<file path="src/sv/scpr_pkg.sv">
// Shared types and constants for the second-chance page replacement block.
// No dependencies; imported by the top level.
package scpr_pkg;

  // Fixed field widths of the stream items.
  localparam int FRAME_W   = 6;
  localparam int PROC_W    = 4;
  localparam int KIND_W    = 2;
  localparam int STATUS_W  = 2;
  localparam int TDATA_W   = 16;
  localparam int FRAME_IDS = 64;
  localparam int ENTRY_W   = FRAME_W + PROC_W;

  // Item kinds.
  localparam logic [KIND_W-1:0] KIND_ALLOC   = 2'd0;
  localparam logic [KIND_W-1:0] KIND_REF     = 2'd1;
  localparam logic [KIND_W-1:0] KIND_REPLACE = 2'd2;

  // Result status codes.
  localparam logic [STATUS_W-1:0] STATUS_OK    = 2'd0;
  localparam logic [STATUS_W-1:0] STATUS_EMPTY = 2'd1;
  localparam logic [STATUS_W-1:0] STATUS_FULL  = 2'd2;

  // One queue entry as held in the queue memory.
  typedef struct packed {
    logic [PROC_W-1:0]  owner;
    logic [FRAME_W-1:0] frame;
  } entry_t;

  // Sequencer states.
  typedef enum logic [1:0] {
    ST_IDLE,
    ST_EXEC,
    ST_CHECK,
    ST_DONE
  } state_t;

endpackage

</file>
<file path="src/sv/scpr_ram.sv">
// Generic single-write, single-read RAM with a registered read port.
// No dependencies; used for the frame queue of the replacement block.
module scpr_ram #(
  parameter int WIDTH = 10,
  parameter int DEPTH = 64
) (
  input  logic                     clk,
  input  logic                     wr_en,
  input  logic [$clog2(DEPTH)-1:0] wr_addr,
  input  logic [WIDTH-1:0]         wr_data,
  input  logic                     rd_en,
  input  logic [$clog2(DEPTH)-1:0] rd_addr,
  output logic [WIDTH-1:0]         rd_data
);

  logic [WIDTH-1:0] mem [DEPTH];

  // Write port.
  always_ff @(posedge clk) begin
    if (wr_en) begin
      mem[wr_addr] <= wr_data;
    end
  end

  // Registered read port.
  always_ff @(posedge clk) begin
    if (rd_en) begin
      rd_data <= mem[rd_addr];
    end
  end

endmodule

</file>
<file path="src/sv/second_chance_page_replacement.sv">
// Second-chance page replacement: a circular queue of FRAMES frame entries in one RAM,
// a referenced bit per frame number in flip-flops, and a small sequencer.
// Depends on scpr_pkg and scpr_ram.
//
// Allocate, reference and unused kinds go from the accept through the execute and done
// states into the output register. A replace examines one queue entry per cycle through the
// single RAM read port, rotating referenced entries to the tail as it goes; it examines at
// most the queue occupancy plus one entries in the check state before the done state. The
// block accepts one item at a time; its result sits in an output register and the next item
// is taken while that result waits, but a finished item holds the sequencer until the output
// register is free.
module second_chance_page_replacement
  import scpr_pkg::*;
#(
  parameter int FRAMES = 64
) (
  input  logic                clk,
  input  logic                rst,
  input  logic                s_tvalid,
  output logic                s_tready,
  input  logic [TDATA_W-1:0]  s_tdata,   // [5:0] frame_number, [9:6] process_id
  input  logic [KIND_W-1:0]   s_tuser,   // [1:0] kind
  output logic                m_tvalid,
  input  logic                m_tready,
  output logic [TDATA_W-1:0]  m_tdata,   // [5:0] victim_frame, [9:6] victim_process
  output logic [STATUS_W-1:0] m_tuser    // [1:0] status
);

  localparam int IDX_W = (FRAMES > 1) ? $clog2(FRAMES) : 1;
  localparam int CNT_W = $clog2(FRAMES + 1);
  localparam int SUM_W = CNT_W + 1;

  state_t state, state_next;

  logic [IDX_W-1:0]     head, head_next;
  logic [CNT_W-1:0]     count, count_next;
  logic [FRAME_IDS-1:0] ref_bits, ref_bits_next;

  logic [KIND_W-1:0]    item_kind;
  logic [FRAME_W-1:0]   item_frame;
  logic [PROC_W-1:0]    item_pid;

  logic [STATUS_W-1:0]  res_status, res_status_next;
  logic [FRAME_W-1:0]   res_frame, res_frame_next;
  logic [PROC_W-1:0]    res_proc, res_proc_next;

  logic                 out_valid;
  logic [STATUS_W-1:0]  out_status;
  logic [FRAME_W-1:0]   out_frame;
  logic [PROC_W-1:0]    out_proc;

  logic                 wr_en, rd_en;
  logic [IDX_W-1:0]     wr_addr, rd_addr;
  logic [ENTRY_W-1:0]   wr_data, rd_data;
  entry_t               rd_entry;
  logic                 ref_hit;
  logic                 in_accept, out_load;

  // Queue slot arithmetic: base plus offset stays below twice FRAMES.
  function automatic logic [IDX_W-1:0] wrap_add(input logic [IDX_W-1:0] base,
                                                input logic [CNT_W-1:0] off);
    logic [SUM_W-1:0] sum;
    sum = SUM_W'(base) + SUM_W'(off);
    if (sum >= SUM_W'(FRAMES)) begin
      sum = sum - SUM_W'(FRAMES);
    end
    return sum[IDX_W-1:0];
  endfunction

  scpr_ram #(
    .WIDTH (ENTRY_W),
    .DEPTH (FRAMES)
  ) u_queue (
    .clk     (clk),
    .wr_en   (wr_en),
    .wr_addr (wr_addr),
    .wr_data (wr_data),
    .rd_en   (rd_en),
    .rd_addr (rd_addr),
    .rd_data (rd_data)
  );

  assign rd_entry  = entry_t'(rd_data);
  assign ref_hit   = ref_bits[rd_entry.frame];
  assign s_tready  = (state == ST_IDLE);
  assign in_accept = s_tvalid && s_tready;
  assign out_load  = (state == ST_DONE) && (!out_valid || m_tready);

  // Next-state logic of the sequencer.
  always_comb begin
    state_next = state;
    case (state)
      ST_IDLE: begin
        if (s_tvalid) begin
          state_next = ST_EXEC;
        end
      end
      ST_EXEC: begin
        if (item_kind == KIND_REPLACE && count != '0) begin
          state_next = ST_CHECK;
        end else begin
          state_next = ST_DONE;
        end
      end
      ST_CHECK: begin
        if (!ref_hit || count == CNT_W'(1)) begin
          state_next = ST_DONE;
        end
      end
      ST_DONE: begin
        if (out_load) begin
          state_next = ST_IDLE;
        end
      end
      default: state_next = ST_IDLE;
    endcase
  end

  // Datapath control: queue accesses, pointers, referenced bits and result.
  always_comb begin
    head_next       = head;
    count_next      = count;
    ref_bits_next   = ref_bits;
    res_status_next = res_status;
    res_frame_next  = res_frame;
    res_proc_next   = res_proc;
    wr_en           = 1'b0;
    wr_addr         = wrap_add(head, count);
    wr_data         = rd_data;
    rd_en           = 1'b0;
    rd_addr         = head;
    case (state)
      ST_EXEC: begin
        res_status_next = STATUS_OK;
        res_frame_next  = '0;
        res_proc_next   = '0;
        case (item_kind)
          KIND_ALLOC: begin
            if (count == CNT_W'(FRAMES)) begin
              res_status_next = STATUS_FULL;
            end else begin
              wr_en                     = 1'b1;
              wr_data                   = {item_pid, item_frame};
              ref_bits_next[item_frame] = 1'b0;
              count_next                = count + CNT_W'(1);
            end
          end
          KIND_REF: begin
            ref_bits_next[item_frame] = 1'b1;
          end
          KIND_REPLACE: begin
            if (count == '0) begin
              res_status_next = STATUS_EMPTY;
            end else begin
              rd_en = 1'b1;
            end
          end
          default: begin
          end
        endcase
      end
      ST_CHECK: begin
        if (!ref_hit) begin
          // Unreferenced head entry is the victim.
          res_frame_next = rd_entry.frame;
          res_proc_next  = rd_entry.owner;
          head_next      = wrap_add(head, CNT_W'(1));
          count_next     = count - CNT_W'(1);
        end else if (count == CNT_W'(1)) begin
          // A lone referenced entry rotates onto itself and is then evicted.
          ref_bits_next[rd_entry.frame] = 1'b0;
          res_frame_next = rd_entry.frame;
          res_proc_next  = rd_entry.owner;
          head_next      = wrap_add(head, CNT_W'(2));
          count_next     = '0;
        end else begin
          // Second chance: clear the bit, move the entry to the tail, read the next head.
          ref_bits_next[rd_entry.frame] = 1'b0;
          wr_en     = 1'b1;
          rd_en     = 1'b1;
          rd_addr   = wrap_add(head, CNT_W'(1));
          head_next = wrap_add(head, CNT_W'(1));
        end
      end
      default: begin
      end
    endcase
  end

  // Control state.
  always_ff @(posedge clk) begin
    if (rst) begin
      state    <= ST_IDLE;
      head     <= '0;
      count    <= '0;
      ref_bits <= '0;
    end else begin
      state    <= state_next;
      head     <= head_next;
      count    <= count_next;
      ref_bits <= ref_bits_next;
    end
  end

  // Item capture and working result.
  always_ff @(posedge clk) begin
    if (in_accept) begin
      item_kind  <= s_tuser;
      item_frame <= s_tdata[FRAME_W-1:0];
      item_pid   <= s_tdata[FRAME_W+PROC_W-1:FRAME_W];
    end
    res_status <= res_status_next;
    res_frame  <= res_frame_next;
    res_proc   <= res_proc_next;
  end

  // Output register.
  always_ff @(posedge clk) begin
    if (rst) begin
      out_valid <= 1'b0;
    end else if (out_load) begin
      out_valid <= 1'b1;
    end else if (m_tready) begin
      out_valid <= 1'b0;
    end
  end

  always_ff @(posedge clk) begin
    if (out_load) begin
      out_status <= res_status;
      out_frame  <= res_frame;
      out_proc   <= res_proc;
    end
  end

  assign m_tvalid = out_valid;
  assign m_tuser  = out_status;
  assign m_tdata  = {{(TDATA_W - FRAME_W - PROC_W){1'b0}}, out_proc, out_frame};

  // The queue never holds more entries than it has slots.
  a_count_bound: assert property (@(posedge clk) disable iff (rst)
    count <= CNT_W'(FRAMES))
    else $error("queue occupancy exceeds depth");

  // An accepted item is decoded in the following cycle.
  a_accept_exec: assert property (@(posedge clk) disable iff (rst)
    in_accept |=> state == ST_EXEC)
    else $error("accepted item not decoded");

  // The victim scan only runs over a non-empty queue.
  a_scan_nonempty: assert property (@(posedge clk) disable iff (rst)
    state == ST_CHECK |-> count != '0)
    else $error("victim scan on empty queue");

  // A new result only appears after the sequencer finished an item.
  a_result_source: assert property (@(posedge clk) disable iff (rst)
    $rose(m_tvalid) |-> $past(state) == ST_DONE)
    else $error("result without finished item");

  // Error results carry no victim.
  a_error_clean: assert property (@(posedge clk) disable iff (rst)
    m_tvalid && m_tuser != STATUS_OK |-> m_tdata == '0)
    else $error("error result carries a victim");

endmodule
</file>
<file path="config.mk">
export PLATFORM = sky130hd
export DESIGN_NAME = second_chance_page_replacement
export DESIGN_NICKNAME = d
export VERILOG_FILES = /design/src/sv/scpr_pkg.sv /design/src/sv/scpr_ram.sv /design/src/sv/second_chance_page_replacement.sv
export SDC_FILE = /design/constraint.sdc
export NUM_CORES = 1
export LEC_CHECK = 0
export BUFFER_PORTS_ARGS = -buffer_cell sky130_fd_sc_hd__buf_2
export CORE_MARGIN = 5
export CORE_UTILIZATION = 48
export DETAILED_ROUTE_END_ITERATION = 16
export GPL_TIMING_DRIVEN = 1
export SLEW_MARGIN = 20
export SYNTH_ARGS = -nofsm -noshare
export SYNTH_HDL_FRONTEND = slang
export SYNTH_SLANG_ARGS = --single-unit
export TNS_END_PERCENT = 10
</file>
<file path="constraint.sdc">
create_clock -name clk -period 7.4 [get_ports clk]
set_clock_uncertainty 0.1 [all_clocks]
set_input_delay 0 -clock clk [delete_from_list [all_inputs] [get_ports clk]]
set_output_delay 0 -clock clk [all_outputs]
set_load 0.01 [all_outputs]
</file>
==> reports/qor.txt <==
top post-synthesis cells by area - edfxtp_1 (64%), nand2_1 (5.9%), dfxtp_1 (5.0%), mux2i_1 (3.0%), nand3_1 (2.9%)
placed cells - 3224
drt drc - 0
Port Buf Inserts - 29
FP Rows - 94
CTS tree - done
global-route wire length before repair - 130000 um
syn_area_per_cell - 13.2 um2
layout cells sized above 1 - 0.113
area grow syn2layout - 12.2%
Starting Density - 0.485
final instance area - 35900 um2
Pleak - 0.0116 uW
count leader, synth - edfxtp_1
Crit Path Class - flip-flop to flip-flop
RSZ-0062 raised after global routing - false
DR WL/cell - 25.9 um
Pwr Total - 11000 uW
FFs w/ async S/R, synth - 0
CP max FO - 48
Relative slew margins - 0.241
Netlist cell types - 73
Mapped Cells - 2427
placed cell areas - 33000 um2
Sink Count - 766
top post-synthesis cells by count - edfxtp_1 (686), nand2_1 (506), nand3_1 (185)
vias - 20900
register bit count reported by yosys - 766
area taken by multi-input logic gates - 9230 um2
die footprint - 71900 um2
worst skew pair latency - 640 ps
Core ar. - 66000 um2
Worst EP required - 7690 ps
vias in the first global route - 20300
first-iteration detailed-routing DRC count - 2352
DP HPWL - 51800 um
clk buf depth - 3
Max Fclk - 173 MHz
Worst-path clk slew - 60 ps
pwr/cell area - 307 nW/um2
post-synth top area cell - edfxtp_1
Peak VDD IR - 0.252 mV
worst hold slack - 322 ps
Hold Path Class - flip-flop to flip-flop
total number of H-tree levels - 3
Slew Limit Fails - 0
Ports - 42
Slew @ Worst Pin - 1130 ps
# setup viols final - 0
pin count of the biggest net entering global routing - 113
EDFF count, synth - 686
filler instances - 5354
fraction of the yosys area taken by sequential cells - 0.694
Synth Flop Type - edfxtp_1
Final Instance Count excl. Fillers - 3401
cts bufs inserted - 80
Ys Warns - 0
period utilization - 0.783
GR Util All Layers - 0.242
endpoints failing hold - 0
grt total ovfl - 0
startpoint types - flip-flop
CP endpoint kind - flip-flop
crit path DAT - 6080 ps
storage element area - 22200 um2
status - finished, final reports clean
maxcap violations - 0
DRT antenna net count - 0
Yosys top cell area share - 0.644
drt pass-1 iters - 6
CTS-repair resized insts - 0
DIE HEIGHT - 268 um
vias per inst - 6.15
initial antenna violation count - 2
drt total wl - 87900 um
Cell Area, Synth - 32000 um2
clk root buf - clkbuf_16
nets - 2509
fin crit period - 5790 ps
TNS Setup - 0 ps
Die Width - 268 um
GP Congestion - 0.896
cells by family after synthesis:
| family | after synthesis | synth area share |
|---|---|---|
| AOI/OAI and AO/OA | 348 | 0.0734 |
| xor gates and xnor gates | 16 | 0.00438 |
| adders and majority gates | 17 | 0.00689 |
| buffers and inverters | 160 | 0.0228 |
| DFF | 766 | 0.694 |
| muxes | 151 | 0.0642 |
| other | 1 | 0.000117 |
| and+or+nand+nor | 968 | 0.134 |
layout by cell type (no fill, tap or decap), types with 14 or more instances in the layout:
cell type | Yosys | final
edfxtp_1 | 686 | 686
nand2_1 | 506 | 506
nand3_1 | 185 | 185
a21oi_1 | 124 | 124
nor2_1 | 128 | 103
mux2i_1 | 95 | 93
dfxtp_1 | 80 | 80
clkbuf_16 | 0 | 80
o221ai_1 | 65 | 65
buf_4 | 16 | 40
mux4_2 | 39 | 39
nand4_1 | 33 | 33
o21ai_0 | 32 | 30
buf_2 | 32 | 29
dlygate4sd3_1 | 0 | 28
nor2_2 | 1 | 26
clkinv_2 | 0 | 21
a22oi_1 | 19 | 19
a31oi_1 | 19 | 19
inv_1 | 17 | 17
clkinv_1 | 0 | 17
nor3_1 | 16 | 16
ha_1 | 16 | 16
nor2b_1 | 15 | 15
a32oi_1 | 15 | 15
and2_1 | 14 | 14
metrics by stage:
stage | util | worst slack, ps
after floorplan | - | 2340
after global placement | 0.500 | 1640
after detailed placement | 0.501 | 1600
after CTS | 0.543 | 1600
after global routing | 0.544 | 1360
final | 0.544 | 1610
state kept, by name, indices dropped and copies added, names as in the netlist, 6 cells and up, named ones only:
| signal | cells |
|---|---|
| count | 7 |
| res_frame | 6 |
| item_frame | 6 |
| u_queue.mem | 640 |
| u_queue.rd_data | 10 |
| out_frame | 6 |
| head | 6 |
routing by layer:
metal,global-route usage,share of wire,wire length [um],vias up
li1,-,-,-,9262
met1,0.343,0.42,36700,10500
met2,0.379,0.46,40800,994
met3,0.0503,0.085,7440,182
met4,0.0822,0.033,2920,0
met5,0,0,0,-
path summary, 6_finish.rpt:
check | start | endpoint | slack [ps] | cells past startpoint
worst max-delay path | u_queue.rd_data[0]$_DFFE_PP_ | u_queue.rd_data[6]$_DFFE_PP_ | 1610 | 12
worst min-delay path | res_proc[1]$_SDFFCE_PN0P_ | out_proc[1]$_DFFE_PP_ | 320 | 0
worst max register to register | u_queue.rd_data[0]$_DFFE_PP_ | u_queue.rd_data[6]$_DFFE_PP_ | 1610 | 12
worst min register to register | res_proc[1]$_SDFFCE_PN0P_ | out_proc[1]$_DFFE_PP_ | 320 | 0
critical path: stages, from the launching register on:
cell and delay (ps):
edfxtp_1 600, buf_4 530, mux2_2 400, o311a_1 300
nand3_1 110, nand4_2 210, o211ai_2 590, mux2_4 600
nor2_1 700, a22oi_1 240, a31oi_1 560, nor4_1 250
a211o_1 300
area by class of cell:
cell class / instances / share of cell area
Sequential cell: 766 / 0.619
Tap cell: 864 / 0.0301
Antenna cell: 1 / 0.0000698
Timing Repair Buffer: 99 / 0.0213
Multi-Input combinational cell: 1506 / 0.257
Clock buffer: 94 / 0.0576
Inverter: 17 / 0.00178
Clock inverter: 54 / 0.0127
where the power goes:
group	leakage [uW]	total, uW	internal (uW)	switching (uW)
Combinational	0.00356	2000	602	1400
Clock	0.00124	3890	2220	1680
Sequential	0.00683	5100	4990	108
Total	0.0116	11000	7810	3190
timing repair:
| item | 4_1_cts | 5_1_grt |
|---|---|---|
| endpoints found under the hold margin | 89 | 0 |
| setup buffers | 0 | 0 |
| endpoints found under the setup margin | 0 | 0 |
| hold buffers | 28 | 0 |
Note: power is estimated with default switching activity, not from simulation.
